===== src/hdl/bps_pkg.sv =====
// ----------------------------------------------------------------------------
// bps_pkg: shared types and constants for the Blinn-Phong pixel shader
// Component formats, transaction payloads, register indexes and saturation.
// ----------------------------------------------------------------------------
package bps_pkg;

    localparam int CW       = 20;          // signed Q7.12 component width
    localparam int UW       = 14;          // unit vector component, -4096..4096
    localparam int FW       = 13;          // clamped dot product, 0..4096
    localparam int REG_W    = 3 * CW;      // packed vector register width
    localparam int SQ_N     = CW + 8;      // root bits of (sum of squares << 16)
    localparam int QB       = 13;          // quotient bits of one normalized component
    localparam int NORM_LAT = 3 + SQ_N + 1 + QB + 1;
    localparam int POW_STEPS = 6;          // exponent 64 as six squarings
    localparam int QDEPTH   = 4;           // queue depth, power of two
    localparam int ONE_Q12  = 4096;
    localparam int SAT_W    = 64;

    typedef logic signed [CW-1:0] comp_t;
    typedef logic signed [UW-1:0] unit_t;
    typedef logic        [FW-1:0] frac_t;
    typedef comp_t vec_t  [3];
    typedef unit_t uvec_t [3];
    typedef frac_t fvec_t [3];

    localparam comp_t AMBIENT = comp_t'(410);

    localparam logic [REG_W-1:0] LIGHT_COLOR_RESET =
        {comp_t'(ONE_Q12), comp_t'(ONE_Q12), comp_t'(ONE_Q12)};
    localparam logic [REG_W-1:0] LIGHT_DIR_RESET =
        {comp_t'(0), comp_t'(0), comp_t'(-ONE_Q12)};
    localparam logic [REG_W-1:0] CAMERA_POS_RESET = '0;

    typedef logic [1:0] cfg_addr_t;
    localparam cfg_addr_t ADDR_LIGHT_COLOR = 2'd0;
    localparam cfg_addr_t ADDR_LIGHT_DIR   = 2'd1;
    localparam cfg_addr_t ADDR_CAMERA_POS  = 2'd2;
    localparam cfg_addr_t ADDR_VIEW_MODE   = 2'd3;

    typedef logic [2:0] mode_t;
    localparam mode_t MODE_SHADED   = 3'd0;
    localparam mode_t MODE_BASE     = 3'd1;
    localparam mode_t MODE_NORMAL   = 3'd2;
    localparam mode_t MODE_POSITION = 3'd3;
    localparam mode_t MODE_AMBIENT  = 3'd4;
    localparam mode_t MODE_DIFFUSE  = 3'd5;
    localparam mode_t MODE_SPECULAR = 3'd6;

    typedef struct packed {
        comp_t surface_normal_x;
        comp_t surface_normal_y;
        comp_t surface_normal_z;
        comp_t world_pos_x;
        comp_t world_pos_y;
        comp_t world_pos_z;
        frac_t base_red;
        frac_t base_green;
        frac_t base_blue;
    } in_item_t;

    typedef struct packed {
        comp_t out_red;
        comp_t out_green;
        comp_t out_blue;
    } out_item_t;

    typedef struct {
        vec_t  light;
        vec_t  dir;
        vec_t  cam;
        mode_t mode;
    } cfg_t;

    // one queued pixel: raw vectors ready for normalization
    typedef struct {
        vec_t  nraw;
        vec_t  lraw;
        vec_t  vraw;
        vec_t  pos;
        fvec_t base;
    } work_t;

    localparam logic signed [SAT_W-1:0] SAT_HI = (64'sd1 <<< (CW - 1)) - 64'sd1;
    localparam logic signed [SAT_W-1:0] SAT_LO = -SAT_HI - 64'sd1;

    function automatic comp_t sat_comp(input logic signed [SAT_W-1:0] v);
        if (v > SAT_HI) begin
            return comp_t'(SAT_HI);
        end else if (v < SAT_LO) begin
            return comp_t'(SAT_LO);
        end
        return comp_t'(v);
    endfunction

endpackage


===== src/hdl/bps_front.sv =====
// ----------------------------------------------------------------------------
// bps_front: input stage
// Accepts pixels, forms the raw light and view vectors and feeds the queue.
// ----------------------------------------------------------------------------
module bps_front (
    input  logic              aclk,
    input  logic              aresetn,
    input  logic              s_valid,
    output logic              s_ready,
    input  bps_pkg::in_item_t s_data,
    input  bps_pkg::cfg_t     cfg,
    output logic              q_valid,
    input  logic              q_ready,
    output bps_pkg::work_t    q_data
);

    logic           vld_reg;
    logic           vld_next;
    bps_pkg::work_t data_reg;
    bps_pkg::work_t data_next;
    logic           accept;
    logic           push;
    bps_pkg::vec_t  pos;

    assign s_ready = !vld_reg || q_ready;
    assign accept  = s_valid && s_ready;
    assign push    = vld_reg && q_ready;
    assign q_valid = vld_reg;
    assign q_data  = data_reg;

    always_comb begin
        pos[0] = s_data.world_pos_x;
        pos[1] = s_data.world_pos_y;
        pos[2] = s_data.world_pos_z;
        data_next.nraw[0] = s_data.surface_normal_x;
        data_next.nraw[1] = s_data.surface_normal_y;
        data_next.nraw[2] = s_data.surface_normal_z;
        data_next.base[0] = s_data.base_red;
        data_next.base[1] = s_data.base_green;
        data_next.base[2] = s_data.base_blue;
        for (int i = 0; i < 3; i++) begin
            data_next.pos[i]  = pos[i];
            // light vector points toward the light
            data_next.lraw[i] = bps_pkg::sat_comp(-(64'(cfg.dir[i])));
            data_next.vraw[i] = bps_pkg::sat_comp(64'(cfg.cam[i]) - 64'(pos[i]));
        end
    end

    always_comb begin
        if (accept) begin
            vld_next = 1'b1;
        end else if (push) begin
            vld_next = 1'b0;
        end else begin
            vld_next = vld_reg;
        end
    end

    always_ff @(posedge aclk) begin
        if (!aresetn) begin
            vld_reg <= 1'b0;
        end else begin
            vld_reg <= vld_next;
        end
    end

    always_ff @(posedge aclk) begin
        if (accept) begin
            data_reg <= data_next;
        end
    end

endmodule


===== config.mk =====
export PLATFORM = sky130hd
export DESIGN_NAME = bps_front
export DESIGN_NICKNAME = d
export VERILOG_FILES = /design/src/hdl/bps_pkg.sv /design/src/hdl/bps_front.sv
export SDC_FILE = /design/constraint.sdc
export NUM_CORES = 1
export LEC_CHECK = 0
export BUFFER_PORTS_ARGS = -buffer_cell sky130_fd_sc_hd__buf_4
export CORE_AREA = 2 2 241 243
export CTS_CLUSTER_DIAMETER = 60
export CTS_CLUSTER_SIZE = 24
export DETAILED_ROUTE_END_ITERATION = 12
export DIE_AREA = 0 0 243 245
export PLACE_DENSITY = 0.61
export REMOVE_ABC_BUFFERS = 1
export SLEW_MARGIN = 15
export SYNTH_ARGS = -nofsm -noshare
export SYNTH_HDL_FRONTEND = slang
export SYNTH_SLANG_ARGS = --single-unit

===== constraint.sdc =====
create_clock -name aclk -period 8.3 [get_ports aclk]
set_input_delay 0.415 -clock aclk [delete_from_list [all_inputs] [get_ports aclk]]
set_output_delay 0.415 -clock aclk [all_outputs]
set_load 0.01 [all_outputs]

# ---- Word level (Yosys, flattened, before mapping)
# Index checks and enable logic that the tools add are counted.
dict set report classes {
  muxes 32
  addsub 6
  n_lt_le_gt_ge 12
  n_reduce_logical 5
}
# op n
set op_table {}
lappend op_table {{$mux W20} 18}
lappend op_table {{$gt A64 B20 Y1 const B} 3}
lappend op_table {{$lt A64 B20 Y1 const B} 3}
lappend op_table {{$neg A20 Y64} 3}
lappend op_table {{$gt A21 B20 Y1 const B} 3}
lappend op_table {{$lt A21 B20 Y1 const B} 3}
lappend op_table {{$sub A20 B20 Y21} 3}
lappend op_table {{$mux W1} 14}
lappend op_table {{$logic_and A1 B1 Y1} 2}
lappend op_table {{$reduce_bool A2 Y1} 1}
lappend op_table {{$logic_not A1 Y1} 1}
lappend op_table {{$logic_or A1 B1 Y1} 1}
dict set report word_totals {
  output_inout_bits 281
  wordCells 71
  ff_bits 280
  in_bits 346
}

# ---- Depth between registers and ports, before layout
dict set report depth {
  word_depth 5
  mapped_depth 16
  mapped_depth_nobuf 15
}

# ---- Worst setup path before layout
# Ideal clock, no wire load.
dict set report synth_timing {
  path_type {input to register}
  from {in q_ready}
  to {reg data_reg (netlist bit q_data[0]), enable pin}
  setup_slack_ns 0.656
  n_path_buf 0
  t_arrival_ns 6.967
  t_required_ns 7.623
  setup_time_ns 0.677
  stages 2
  cell_sequence {nand2b_1 -> and2_1}
}
dict set report synth_via {
  elab_chain_cells 2
}
# item line_no
set synth_rtl {}
lappend synth_rtl {{start: declaration} bps_front.sv:13} ;# input logic q_ready,
lappend synth_rtl {{$logic_or A1 B1 Y1} bps_front.sv:25} ;# assign s_ready = !vld_reg || q_ready;
lappend synth_rtl {{$logic_and A1 B1 Y1} bps_front.sv:26} ;# assign accept = s_valid && s_ready;
lappend synth_rtl {{named net accept} bps_front.sv:21} ;# logic accept;
lappend synth_rtl {{end signal: assignment} bps_front.sv:69} ;# data_reg <= data_next;
lappend synth_rtl {{end: declaration} bps_front.sv:19} ;# bps_pkg::work_t data_reg;
# The timed path passes the listed nets, and every way through them passes these cells.
# A chain may end at the register's enable or synchronous reset.

==> flow_summary.toml <==
[status]
status = "complete, no violations"

[cts]
cts_made_buffers = 37
cts_setup_buffers = 0
cts_tree = "done"
ctsLongestPathBuffers = 3
ctsResizeCount = 0
clkTransAtPathRegs_ns = 0.07
ctsHtreeMaxLevel = 2
worstSkewPairLatency_ns = 0.54
clock-sinks = 280
cts-root-buf = "clkbuf_16"

[pwr]
power_per_cell_area_nw_per_um2 = 200.3
p_leak_nw = 8.877
irDropWorstVdd_mv = 0.1846
power_mw = 4.277

[timing]
finalClockSkew_ns = 0.01298
finalSetupTns_ns = 0
finalHoldViolations = 0
post-route-period-util_pct = 52.96
maxSlewViolCount = 0
setup_viol = 0
rsz0062_at_grt = "false"
maxSlewHeadroom_pct = 20.69
max_freq_mhz = 227.5
hold_slack_ns = 0.04518
worst_slew_pin_slew_ns = 1.180
period_minus_slack_ns = 4.395
setup_slack_ns = 3.905

[drt]
vias_per_cell = 4.535
wl_per_cell_um = 16.94
routed_wl_um = 44700
dr_total_vias = 11970
dr.first_iter.drc_count = 568
drcViolationCount = 0
ant_nets = 0
dr.pass1.iters = 5

[die]
num_rows = 88
initial_core_util_pct = 25.76
io_pins = 627
dieArea_sq_um = 59540
die_w_um = 243
core_area_sq_um = 57030
die_y_um = 245

[hold_path]
holdPathStages = 1
min_path_type = "in2reg"
min_to = "q_data[33]$_DFFE_PP_"
hold_path.startpoint = "s_data[33]"

[setup_path]
worstPathArrival_ns = 4.64
startpoint_type = "primary input"
r2r-start = "q_valid$_SDFFE_PN0P_"
timing.rr.end = "q_data[182]$_DFFE_PP_"
worstSetupPathType = "in2reg"
cp-end-kind = "register"
r2r_slack_ns = 5.83
reg2regPathDepth = 3
path_max_fanout = 19
critPathRequiredTime_ns = 8.55

[synth]
seq_area_frac_synth_pct = 57.16
syn_inst = 1240
yosysUniqueCellTypes = 86
yosys_warnings = 0
syn_area_sq_um = 14690
ys_seq_elements = 280
synth_flop_cell = "edfxtp_1"
async_flop_share_pct = 0
syn_area_per_cell_sq_um = 11.85
synth_edf_count = 279

[global_route]
gr-total-overflow = 0
track_usage_pct = 14.34
grt_pass1_vias = 11910
grt_max_degree = 151
grt_pass1_wl_um = 67510
antenna_found_initial = 3

[cells_and_area]
drive_gt1_share_pct = 36.04
area_growth_syn_to_layout_pct = 45.36
final_common_cell = "buf_4"
fin_area_sq_um = 21360
layout.cells.non_filler = 2639
fin_nets = 2295
final_cell_mix = "buf_4 (568), edfxtp_1 (279), nand2_1 (165)"
post-route-util_pct = 37.44

[placed_design]
dp_hpwl_um = 34520
place.port_buffers = 563
place_area_sq_um = 19760
gp_congestion = 0.8585
dpl_worst_slack_ns = 3.370
dp.cells = 2544

[flow_run]
maxCapViolCount = 0
[sequential cells by signal, indices dropped and copies added (netlist names)]
name,flops
q_valid,1
q_data,279
[cell families after synthesis]
group                      after synthesis  share of synthesized area, %
muxes                                    2                        0.1448
AOI/OAI and AO/OA                      199                         8.713
xor gates and xnor gates                94                         5.655
buffers and inverters                  126                         3.654
adders and majority gates              117                         9.913
and+or+nand+nor                        422                         14.76
DFF                                    280                         57.16
[synthesized netlist by cell type, drive strengths merged, types with 3 or more instances]
cell | count | area share [%]
a21o | 20 | 1.0
nor4 | 27 | 1.3
or3 | 10 | 0.46
a31oi | 4 | 0.17
and3 | 8 | 0.34
maj3 | 12 | 0.82
nand4 | 38 | 1.7
nor2b | 5 | 0.21
nor2 | 49 | 1.3
o211ai | 7 | 0.36
nand3 | 25 | 0.85
o21ai | 55 | 1.9
nand2 | 176 | 4.7
xnor2 | 63 | 3.8
nor3 | 27 | 0.95
o31ai | 7 | 0.39
nand4b | 6 | 0.36
or4 | 9 | 0.49
xor2 | 31 | 1.8
inv | 96 | 2.5
ha | 102 | 8.7
nor4b | 3 | 0.18
o21a | 6 | 0.31
and2 | 6 | 0.26
fa | 3 | 0.41
nand2b | 13 | 0.60
edfxtp | 279 | 57
a21oi | 60 | 2.0
clkbuf | 12 | 0.32
o21bai | 3 | 0.15
or2 | 7 | 0.30
and4 | 5 | 0.30
o2111ai | 3 | 0.18
buf | 18 | 0.89
a211oi | 7 | 0.43
a31o | 4 | 0.24
[final cells by class]
class                           count  area (sq um)
Antenna cell                        1         2.502
Clock buffer                       40         979.7
Clock inverter                     28         349.1
Fill cell                        5610         35680
Inverter                           96         360.3
Multi-Input combinational cell    834          5764
Sequential cell                   280          8398
Tap cell                          765         957.2
Timing Repair Buffer              595          4544
[where the power goes]
group | switching (mW) | leakage [nW] | internal (mW)
Combinational | 0.437 | 5.56 | 0.390
Sequential | 0.0345 | 2.68 | 1.71
Clock | 0.711 | 0.641 | 0.993
[how the worst max path moves through the flow]
stage                 start                    end  slack (ns)  cells past startpoint
floorplan           q_ready    q_data[0]$_DFFE_PP_        0.66                      2
global placement    cfg[64]  q_data[160]$_DFFE_PP_        3.53                     10
detailed placement  cfg[64]  q_data[162]$_DFFE_PP_        3.37                     10
CTS                 cfg[64]  q_data[161]$_DFFE_PP_        3.97                     10
global route        cfg[64]  q_data[159]$_DFFE_PP_        3.72                     10
finish              cfg[64]  q_data[161]$_DFFE_PP_        3.90                     10
[layer usage]
| layer | wire length (um) | global-route usage [%] | up-vias |
|---|---|---|---|
| li1 | - | - | 5812 |
| met1 | 17960 | 17.20 | 5663 |
| met2 | 21820 | 24.24 | 431 |
| met3 | 4009 | 5.095 | 60 |
| met4 | 897 | 4.114 | 2 |
| met5 | 14 | 0 | - |
[worst max-delay path, cell delays in order]
cell and delay, ns:
buf_4 0.11, or3_1 0.42, or4_4 0.46, nor4_2 0.90
nand4_1 0.30, ha_1 0.30, or4b_2 0.62, nor4_1 0.18
a31o_1 0.78, nand2_1 0.14
[repair_timing]
action | 4_1_cts | 5_1_grt
endpoints found under the hold margin | 24 | 2
endpoints found under the setup margin | 0 | 0
hold buffers | 24 | 2
Power figures use the tool's default switching activity.
