<file path="src/hdl/bps_pkg.sv">
// ----------------------------------------------------------------------------
// bps_pkg: shared types and constants for the Blinn-Phong pixel shader
// Component formats, transaction payloads, register indexes and saturation.
// ----------------------------------------------------------------------------
package bps_pkg;

    localparam int CW       = 20;          // signed Q7.12 component width
    localparam int UW       = 14;          // unit vector component, -4096..4096
    localparam int FW       = 13;          // clamped dot product, 0..4096
    localparam int REG_W    = 3 * CW;      // packed vector register width
    localparam int SQ_N     = CW + 8;      // root bits of (sum of squares << 16)
    localparam int QB       = 13;          // quotient bits of one normalized component
    localparam int NORM_LAT = 3 + SQ_N + 1 + QB + 1;
    localparam int POW_STEPS = 6;          // exponent 64 as six squarings
    localparam int QDEPTH   = 4;           // queue depth, power of two
    localparam int ONE_Q12  = 4096;
    localparam int SAT_W    = 64;

    typedef logic signed [CW-1:0] comp_t;
    typedef logic signed [UW-1:0] unit_t;
    typedef logic        [FW-1:0] frac_t;
    typedef comp_t vec_t  [3];
    typedef unit_t uvec_t [3];
    typedef frac_t fvec_t [3];

    localparam comp_t AMBIENT = comp_t'(410);

    localparam logic [REG_W-1:0] LIGHT_COLOR_RESET =
        {comp_t'(ONE_Q12), comp_t'(ONE_Q12), comp_t'(ONE_Q12)};
    localparam logic [REG_W-1:0] LIGHT_DIR_RESET =
        {comp_t'(0), comp_t'(0), comp_t'(-ONE_Q12)};
    localparam logic [REG_W-1:0] CAMERA_POS_RESET = '0;

    typedef logic [1:0] cfg_addr_t;
    localparam cfg_addr_t ADDR_LIGHT_COLOR = 2'd0;
    localparam cfg_addr_t ADDR_LIGHT_DIR   = 2'd1;
    localparam cfg_addr_t ADDR_CAMERA_POS  = 2'd2;
    localparam cfg_addr_t ADDR_VIEW_MODE   = 2'd3;

    typedef logic [2:0] mode_t;
    localparam mode_t MODE_SHADED   = 3'd0;
    localparam mode_t MODE_BASE     = 3'd1;
    localparam mode_t MODE_NORMAL   = 3'd2;
    localparam mode_t MODE_POSITION = 3'd3;
    localparam mode_t MODE_AMBIENT  = 3'd4;
    localparam mode_t MODE_DIFFUSE  = 3'd5;
    localparam mode_t MODE_SPECULAR = 3'd6;

    typedef struct packed {
        comp_t surface_normal_x;
        comp_t surface_normal_y;
        comp_t surface_normal_z;
        comp_t world_pos_x;
        comp_t world_pos_y;
        comp_t world_pos_z;
        frac_t base_red;
        frac_t base_green;
        frac_t base_blue;
    } in_item_t;

    typedef struct packed {
        comp_t out_red;
        comp_t out_green;
        comp_t out_blue;
    } out_item_t;

    typedef struct {
        vec_t  light;
        vec_t  dir;
        vec_t  cam;
        mode_t mode;
    } cfg_t;

    // one queued pixel: raw vectors ready for normalization
    typedef struct {
        vec_t  nraw;
        vec_t  lraw;
        vec_t  vraw;
        vec_t  pos;
        fvec_t base;
    } work_t;

    localparam logic signed [SAT_W-1:0] SAT_HI = (64'sd1 <<< (CW - 1)) - 64'sd1;
    localparam logic signed [SAT_W-1:0] SAT_LO = -SAT_HI - 64'sd1;

    function automatic comp_t sat_comp(input logic signed [SAT_W-1:0] v);
        if (v > SAT_HI) begin
            return comp_t'(SAT_HI);
        end else if (v < SAT_LO) begin
            return comp_t'(SAT_LO);
        end
        return comp_t'(v);
    endfunction

endpackage

</file>
<file path="src/hdl/bps_fifo.sv">
// ----------------------------------------------------------------------------
// bps_fifo: pixel queue
// Small register queue that decouples the input stage from the shading pipe.
// ----------------------------------------------------------------------------
module bps_fifo (
    input  logic           aclk,
    input  logic           aresetn,
    input  logic           push_valid,
    output logic           push_ready,
    input  bps_pkg::work_t push_data,
    output logic           pop_valid,
    input  logic           pop_ready,
    output bps_pkg::work_t pop_data
);

    localparam int DEPTH = bps_pkg::QDEPTH;
    localparam int PW    = $clog2(DEPTH);
    localparam int CNTW  = $clog2(DEPTH + 1);

    bps_pkg::work_t  mem [DEPTH];
    logic [PW-1:0]   wr_ptr_reg;
    logic [PW-1:0]   rd_ptr_reg;
    logic [CNTW-1:0] count_reg;
    logic            push;
    logic            pop;

    assign push_ready = count_reg != CNTW'(DEPTH);
    assign pop_valid  = count_reg != '0;
    assign push       = push_valid && push_ready;
    assign pop        = pop_valid && pop_ready;
    assign pop_data   = mem[rd_ptr_reg];

    always_ff @(posedge aclk) begin
        if (push) begin
            mem[wr_ptr_reg] <= push_data;
        end
    end

    always_ff @(posedge aclk) begin
        if (!aresetn) begin
            wr_ptr_reg <= '0;
            rd_ptr_reg <= '0;
            count_reg  <= '0;
        end else begin
            if (push) begin
                wr_ptr_reg <= wr_ptr_reg + PW'(1);
            end
            if (pop) begin
                rd_ptr_reg <= rd_ptr_reg + PW'(1);
            end
            if (push && !pop) begin
                count_reg <= count_reg + CNTW'(1);
            end else if (pop && !push) begin
                count_reg <= count_reg - CNTW'(1);
            end
        end
    end

endmodule

</file>
<file path="config.mk">
export PLATFORM = sky130hd
export DESIGN_NAME = bps_fifo
export DESIGN_NICKNAME = d
export VERILOG_FILES = /design/src/hdl/bps_pkg.sv /design/src/hdl/bps_fifo.sv
export SDC_FILE = /design/constraint.sdc
export NUM_CORES = 1
export LEC_CHECK = 0
export BUFFER_PORTS_ARGS = -buffer_cell sky130_fd_sc_hd__buf_2
export CAP_MARGIN = 20
export CORE_MARGIN = 2
export CORE_UTILIZATION = 40
export CTS_CLUSTER_DIAMETER = 100
export DETAILED_ROUTE_END_ITERATION = 8
export PLACE_DENSITY = 0.56
export SKIP_CTS_REPAIR_TIMING = 1
export SYNTH_ARGS = -nofsm -noshare
export SYNTH_HDL_FRONTEND = slang
export SYNTH_SLANG_ARGS = --single-unit
export TNS_END_PERCENT = 30
</file>
<file path="constraint.sdc">
create_clock -name aclk -period 10.9 [get_ports aclk]
set_clock_uncertainty 0.2 [all_clocks]
set_input_delay 1.635 -clock aclk [delete_from_list [all_inputs] [get_ports aclk]]
set_output_delay 1.635 -clock aclk [all_outputs]
set_load 0.1 [all_outputs]
</file>
# Word-level counts from Yosys, hierarchy flattened
# Memory sizes are Yosys's and may differ from the RTL's. A register that Yosys moved wholly into a read port is not among the register bits.
# Cells that the tools add are included.
[totals]
memories = 1
input_bits = 283
elab_cells = 23
register_bits = 7
ram_bits = 1116
out_inout_bits = 281
[memory_table]
columns = ["name", "depth", "width", "read_ports", "rd_ports_with_merged_regs", "write_ports", "line_no", "source"]
rows = [
  ["mem", 4, 279, 1, 1, 1, "bps_fifo.sv:20", "bps_pkg::work_t mem [DEPTH];"],
]
[classes]
n_addsub = 4
n_eq_ne = 1
reduce_logical = 8
mux = 6
[op_table]
columns = ["op", "count"]
rows = [
  ["2-to-1 mux 3 bit", 2],
  ["adder 2 x 1 -> 2 bit (second input constant)", 2],
  ["logical AND 1 bit", 4],
  ["2-to-1 mux 2 bit", 2],
  ["adder 3 x 1 -> 3 bit (second input constant)", 1],
  ["inequality test 3 bit (second input constant)", 1],
  ["nonzero test 3 bit", 1],
  ["subtractor 3 x 1 -> 3 bit (second input constant)", 1],
  ["zero test 1 bit", 2],
  ["2-to-1 mux 1 bit", 2],
  ["nonzero test 2 bit", 1],
]

# Logic depth before layout (Yosys ltp)
# Gate-level depths: netlist of run 1.
[depth]
depth_word = 6
mapped_depth = 8
depth_no_buf = 8

# Worst setup path before layout of run 1
# OpenSTA, ideal clock, no wires.
[synth_timing]
kind = "input -> register"
startpoint = "input push_valid"
endpoint = "memory mem[0][0] in the netlist's numbering (enable)"
arrival_ns = 8.282
cell_stages = 2
slack_ns = 1.742
t_required_ns = 10.024
path_cell_list = "a21boi_2 -> and2_1"
[synth_via]
elab_chain_cells = 3
[synth_rtl]
columns = ["element", "line_no", "source"]
rows = [
  ["from (decl)", "bps_fifo.sv:8", "input logic push_valid,"],
  ["logical AND 1 bit", "bps_fifo.sv:29", "assign push = push_valid && push_ready;"],
  ["2-to-1 mux 1 bit", "bps_fifo.sv:34", "if (push) begin"],
  ["2-to-1 mux 1 bit (implied by the code)", "bps_fifo.sv:35", "mem[wr_ptr_reg] <= push_data;"],
  ["to (decl)", "bps_fifo.sv:20", ""],
]
# Every way passes these cells.

==> flow_metrics.tcl, run 1 <==
set metrics [dict create \
    synth_seq_cells 1125 \
    finalSetupTns_ns 0 \
    cts_tree "yes" \
    postSynthAreaPerCell_um2 27.1 \
    track_usage_pct 16.0 \
    path_clk_slew_ns 0.06 \
    synth_cell_types 22 \
    drtIter0Drc 1146 \
    period_share_pct 54.7 \
    detail-route-antenna-nets 0 \
    grt_pass1_vias 19200 \
    die_width_um 323 \
    routedWlPerCell_um 23.4 \
    insertion_delay_ns 0.69 \
    synth_seq_area_share_pct 82.7 \
    yosysWarnings 0 \
    netlist_top_cells_count "edfxtp_1, mux4_2, buf_2" \
    status "completed" \
    maxCapViolCount 0 \
    crit_fanout 68 \
    placementRows 117 \
    drive_gt1_share_pct 46.1 \
    cts_sinks 1125 \
    drt-vias-per-instance 5.03 \
    setup-violations-final 0 \
    worst_ep_arrival_time_ns 4.13 \
    largest_register_ffs 1116 \
    postSynth.asyncResetShare_pct 0 \
    first_pass_iters 4 \
    areaGrowthSynthToFinish_pct 19.8 \
    rsz0062_at_grt "false" \
    yosysMostFrequentCell "edfxtp_1" \
    startpoint_type "flip-flop" \
    hold_viol 0 \
    fmax_mhz 168 \
    overflow 0 \
    whs_ns 0.305 \
    htree_levels 3 \
    max_slew.worst_pin.slew_ns 1.14 \
    reg2regPathDepth 5 \
    syn-cell-area_mm2 0.0407 \
    r2r_setup_slack_ns 7.47 \
    die_y_um 323 \
    crit_path_end "pop_data[118]" \
    maxSlewViolCount 0 \
    syn-num-nets 1794 \
    min_period_ns 5.96 \
    r2r_end "mem[0][255]" \
    cts_made_buffers 113 \
    clk_path_buf_depth 3 \
    required_ns 9.07 \
    synthesis.instances 1505 \
    cts_root_buffer "clkbuf_16" \
    antenna_found_initial 37 \
    wirelength_um 84500 \
    dp_hpwl_um 51400 \
    synth_area_leaders "edfxtp_1, mux4_2, buf_6" \
    core_mm2 0.101 \
    routabilityCongestion 0.732 \
    start_util_pct 40.1 \
    numPortBuffers 563 \
    final_nets 2429 \
    synth_top_area_share_pct 82.3 \
    slew_headroom_pct 23.9 \
    yosysTopAreaCell "edfxtp_1" \
    crit_path_end_kind "output pin" \
    hp-class "flip-flop to flip-flop" \
    reg2reg_from "count_reg[0]" \
    synth_edf_count 1116 \
    die_area_mm2 0.104 \
    fillerInstances 8303 \
    drc 0 \
    grt_pass1_wl_um 123000 \
    num_io_pins 564 \
    grt_max_degree 135 \
    critPathKind "flip-flop to output pin" \
    synth_ff_type "edfxtp_1" \
    num_vias 18200 \
]
## cell families after synthesis
family          count (synthesis)  synth area share (%)
buf+inv                        66                  1.16
flops                        1125                  82.7
xor+xnor                        4                0.0860
mux                           282                  15.5
compound gates                  5                0.0983
simple gates                   17                 0.224
fa+ha+maj                       6                 0.203
## final cells by class
type	count	area (um^2)	area share, %
clock buffers	142	2990	6.12
inverters	3	11.3	0.0231
diodes	11	27.5	0.0564
flip-flops and latches	1125	33700	69.1
multi-input cells	314	6570	13.5
repair buffers	583	3070	6.29
clock inverters	64	699	1.43
well taps	1368	1710	3.51
## per-layer routing
| layer | part of all wire [%] | vias to the layer above | global-route usage [%] | wire length, um |
|---|---|---|---|---|
| li1 | - | 7865 | - | - |
| met1 | 38 | 9526 | 19.1 | 31800 |
| met2 | 51 | 527 | 26.7 | 43000 |
| met3 | 8.2 | 190 | 6.10 | 6940 |
| met4 | 2.9 | 48 | 5.25 | 2430 |
| met5 | 0.36 | - | 0 | 301 |
## cell usage in the layout, fill, tap and decap left out, types with 2 or more instances in the layout
cell type,netlist,routed
mux2i_1,3,3
diode_2,0,11
clkbuf_1,7,24
clkinv_1,0,23
mux4_2,279,279
clkinv_2,0,17
clkbuf_16,0,113
ha_1,5,5
and2_4,0,4
clkinv_4,0,2
clkinvlp_4,0,3
or3_1,2,2
bufinv_16,0,12
buf_4,0,12
inv_16,0,2
nand2_1,5,5
and2_1,8,4
edfxtp_1,1116,1116
xnor2_1,3,3
buf_12,0,8
dfxtp_4,0,2
clkinv_8,0,3
dfxtp_1,9,7
inv_1,3,3
buf_2,31,563
clkbuf_8,0,5
## stage by stage
| step | cell area [um^2] | setup WS [ns] | instances | util, % |
|---|---|---|---|---|
| after floorplan | 40700 | 1.74 | 1505 | - |
| after global placement | 45100 | 5.61 | 3393 | 44.4 |
| after detailed placement | 45100 | 5.59 | 3393 | 44.4 |
| after CTS | 48700 | 4.81 | 3599 | 48.1 |
| after global routing | 48800 | 4.74 | 3606 | 48.1 |
| final | 48800 | 4.94 | 3610 | 48.1 |
## worst min path at each step
stage | depth (start not counted) | start | endpoint | slack [ns]
floorplan | 2 | wr_ptr_reg[1] | wr_ptr_reg[1] | 0.27
global placement | 2 | wr_ptr_reg[1] | wr_ptr_reg[1] | 0.28
detailed placement | 2 | wr_ptr_reg[0] | wr_ptr_reg[0] | 0.30
CTS | 2 | wr_ptr_reg[0] | wr_ptr_reg[0] | 0.31
global route | 2 | wr_ptr_reg[0] | wr_ptr_reg[0] | 0.35
finish | 2 | wr_ptr_reg[0] | wr_ptr_reg[0] | 0.30
## critical path: stages (launching register included)
cell and delay [ns]:
dfxtp_4 0.91, buf_4 0.63, buf_4 0.88, mux4_2 0.41
buf_2 0.44
Power of run 1 is not shown: default switching activity piles up to over one toggle a cycle in this logic, so the estimate is an artifact.
==> run 2, diff against run 1 <==
--- a/config.mk
+++ b/config.mk
@@ -5,13 +5,14 @@
 export SDC_FILE = /design/constraint.sdc
 export NUM_CORES = 1
 export LEC_CHECK = 0
+export ABC_AREA = 1
 export BUFFER_PORTS_ARGS = -buffer_cell sky130_fd_sc_hd__buf_2
 export CAP_MARGIN = 20
 export CORE_MARGIN = 2
 export CORE_UTILIZATION = 40
 export CTS_CLUSTER_DIAMETER = 100
 export DETAILED_ROUTE_END_ITERATION = 8
-export PLACE_DENSITY = 0.56
+export PLACE_DENSITY = 0.58
 export SKIP_CTS_REPAIR_TIMING = 1
 export SYNTH_ARGS = -nofsm -noshare
 export SYNTH_HDL_FRONTEND = slang
==> constraint.sdc (replaced) <==
create_clock -name aclk -period 4.8 [get_ports aclk]
set_clock_uncertainty 0.2 [all_clocks]
set_input_delay 0.72 -clock aclk [delete_from_list [all_inputs] [get_ports aclk]]
set_output_delay 0.72 -clock aclk [all_outputs]
set_load 0.1 [all_outputs]
==> run 2 against run 1 <==
Compared with the run above:
- via count up 36%
- synthesized area rose by 2.7%
- highest routed layer unchanged
- die area increased by 2.7%
- final area rose by 2.1%
- core utilization hardly changed
- non-clock buffer count increased by 65
- routed wire length up 17%
==> flow_metrics.tcl, run 2 <==
set metrics [dict create \
    status "completed" \
    worstHoldPathCells 1 \
    path_clk_slew_ns 0.06 \
    switching_power_w 0.0161 \
    crit_fanout 204 \
    drt-vias-per-instance 5.11 \
    detail-route-antenna-nets 0 \
    cts_sinks 1125 \
    seqPwrFrac_pct 35.0 \
    largest_register_ffs 1116 \
    pre_cts_slack_ns 1.30 \
    multi_input_area_mm2 0.00695 \
    syn-num-nets 3054 \
    internal_power_w 0.0186 \
    grt_pass1_wl_um 145000 \
    first_pass_iters 5 \
    synth_ff_type "edfxtp_1" \
    min_period_ns 4.26 \
    netlist_top_cells_count "edfxtp_1, nor2_1, o21ai_0" \
    synth_edf_count 1116 \
    hold_viol 0 \
    power.leakage_nw 17.1 \
    cts_tree "yes" \
    required_ns 3.88 \
    routabilityCongestion 0.759 \
    ir_worst_vdd_uv 667 \
    drtIter0Drc 1674 \
    min-delay-start "push_data[74]" \
    num_io_pins 564 \
    fillerInstances 9040 \
    maxCapViolCount 0 \
    worst_ep_arrival_time_ns 3.34 \
    combPwrFrac_pct 41.1 \
    track_usage_pct 17.7 \
    r2r_end "mem[0][120]" \
    period_share_pct 88.8 \
    htree_levels 3 \
    yosysMostFrequentCell "edfxtp_1" \
    num_vias 24700 \
    cts_root_buffer "clkbuf_16" \
    grt_max_degree 220 \
    clk_path_buf_depth 3 \
    critPathKind "flip-flop to output pin" \
    grt_pass1_vias 23300 \
    placementRows 118 \
    slew_headroom_pct 15.2 \
    postSynth.asyncResetShare_pct 0 \
    syn-cell-area_mm2 0.0418 \
    core_mm2 0.104 \
    finalSetupTns_ns 0 \
    synthesis.instances 2765 \
    reg2regPathDepth 5 \
    insertion_delay_ns 0.68 \
    drive_gt1_share_pct 22.6 \
    setup-violations-final 0 \
    regArea_mm2 0.0337 \
    fmax_mhz 235 \
    wirelength_um 98900 \
    max_slew.worst_pin.slew_ns 1.27 \
    yosysWarnings 0 \
    numPortBuffers 563 \
    maxSlewViolCount 0 \
    clockPowerShare_pct 23.9 \
    reg2reg_from "count_reg[1]" \
    drc 0 \
    stdcell_area_mm2 0.0498 \
    die_y_um 327 \
    start_util_pct 40.4 \
    post_dp_cell_area_mm2 0.0459 \
    rsz0062_at_grt "false" \
    routedWlPerCell_um 20.5 \
    r2r_setup_slack_ns 2.28 \
    synth_cell_types 21 \
    antenna_found_initial 21 \
    die_area_mm2 0.107 \
    power.density_mw_per_mm2 698 \
    synth_seq_area_share_pct 80.5 \
    cts_made_buffers 113 \
    yosysTopAreaCell "edfxtp_1" \
    synth_top_area_share_pct 80.1 \
    startpoint_type "flip-flop" \
    dp_hpwl_um 57000 \
    critPathMaxStageDelay_ns 0.76 \
    overflow 0 \
    fin_ws_ns 0.536 \
    cpMaxStageDelayCell "buf_4" \
    worstPathCellList "clkinv_16 > buf_4 > o21ai_0 > o22ai_1 > buf_2" \
    areaGrowthSynthToFinish_pct 19.0 \
    hp-class "primary input to flip-flop" \
    layout_commonest_cell "edfxtp_1" \
    synth_area_leaders "edfxtp_1, o21ai_0, nor2_1" \
    hold_end "mem[2][74]" \
    swShare_pct 46.4 \
    crit_path_end_kind "output pin" \
    synth_seq_cells 1125 \
    die_width_um 327 \
    final_cell_mix "edfxtp_1, nor2_1, buf_2" \
    final_nets 3633 \
    postSynthAreaPerCell_um2 15.1 \
]
## run 2: cell types whose count changed after synthesis, sizes merged, moves of 60 or more
cell	previous run	this run
clkbuf	7	68
o22ai	0	279
mux4	279	0
buf	56	116
o21ai	1	559
nor2	1	572
## run 2: layout make-up
class / count / share of cell area, %
clock buffer: 156 / 6.23
inverter: 16 / 0.188
multi-input combinational: 1440 / 13.9
tap: 1380 / 3.47
sequential: 1125 / 67.7
antenna: 11 / 0.0553
clock inverter: 52 / 0.771
timing repair buffer: 648 / 7.64
## run 2: logic make-up (layout without fill, tap and decap cells)
logic type	Yosys count	count (layout)	share of synthesized area, %
buffers and inverters	200	872	3.04
AO/OA/AOI/OAI	841	841	10.9
adder cells (fa/ha/maj)	6	6	0.197
other	0	11	0
AND/OR/NAND/NOR	592	592	5.33
XOR/XNOR	1	1	0.0209
flip-flops	1125	1125	80.5
## run 2: per-layer routing
metal  vias up  GRT usage, %  share of wire, %  wire length (um)
met3       177          4.54               5.6              5540
met2       558          30.3                51             50500
met5         -             0              0.13               125
met4        18          5.51               2.6              2580
li1      11700             -                 -                 -
met1     12300          22.2                41             40200
## run 2: power by group through the flow
| stage | Combinational (W) | Sequential (W) | Clock (W) |
|---|---|---|---|
| floorplan | 0.0118 | 0.0124 | 0 |
| global placement | 0.0143 | 0.0123 | 0 |
| detailed placement | 0.0144 | 0.0124 | 0 |
| CTS | 0.0144 | 0.0122 | 0.00849 |
| global route | 0.0149 | 0.0122 | 0.00886 |
| finish | 0.0143 | 0.0122 | 0.00830 |
## run 2: worst max-delay path by stage
stage / startpoint / end / slack, ns / depth (start not counted)
floorplan: push_valid / mem[0][0] / -0.75 / 2
global placement: flip-flop / pop_data[160] / 1.34 / 5
global route: flip-flop / pop_data[160] / 0.33 / 5
detailed placement: flip-flop / pop_data[181] / 1.30 / 5
CTS: flip-flop / pop_data[181] / 0.54 / 5
finish: flip-flop / pop_data[175] / 0.54 / 5
## run 2: critical path: cells and delay by family (launching register included)
kind / cells / cell delay [ns]
compound gates: 2 / 0.35
buf+inv: 3 / 1.54
flops: 1 / 0.46
## run 2: metrics by stage
| step | power [W] | util [%] | std cells | hold WS, ns |
|---|---|---|---|---|
| after floorplan | 0.0242 | - | 2765 | 0.265 |
| after detailed placement | 0.0267 | 44.3 | 4574 | 0.290 |
| after global placement | 0.0267 | 44.3 | 4574 | 0.292 |
| after global routing | 0.0360 | 48.0 | 4823 | -0.00170 |
| final | 0.0347 | 48.0 | 4828 | 0.0355 |
| after CTS | 0.0350 | 47.7 | 4782 | -0.0266 |
Power figures use the tool's default switching activity.
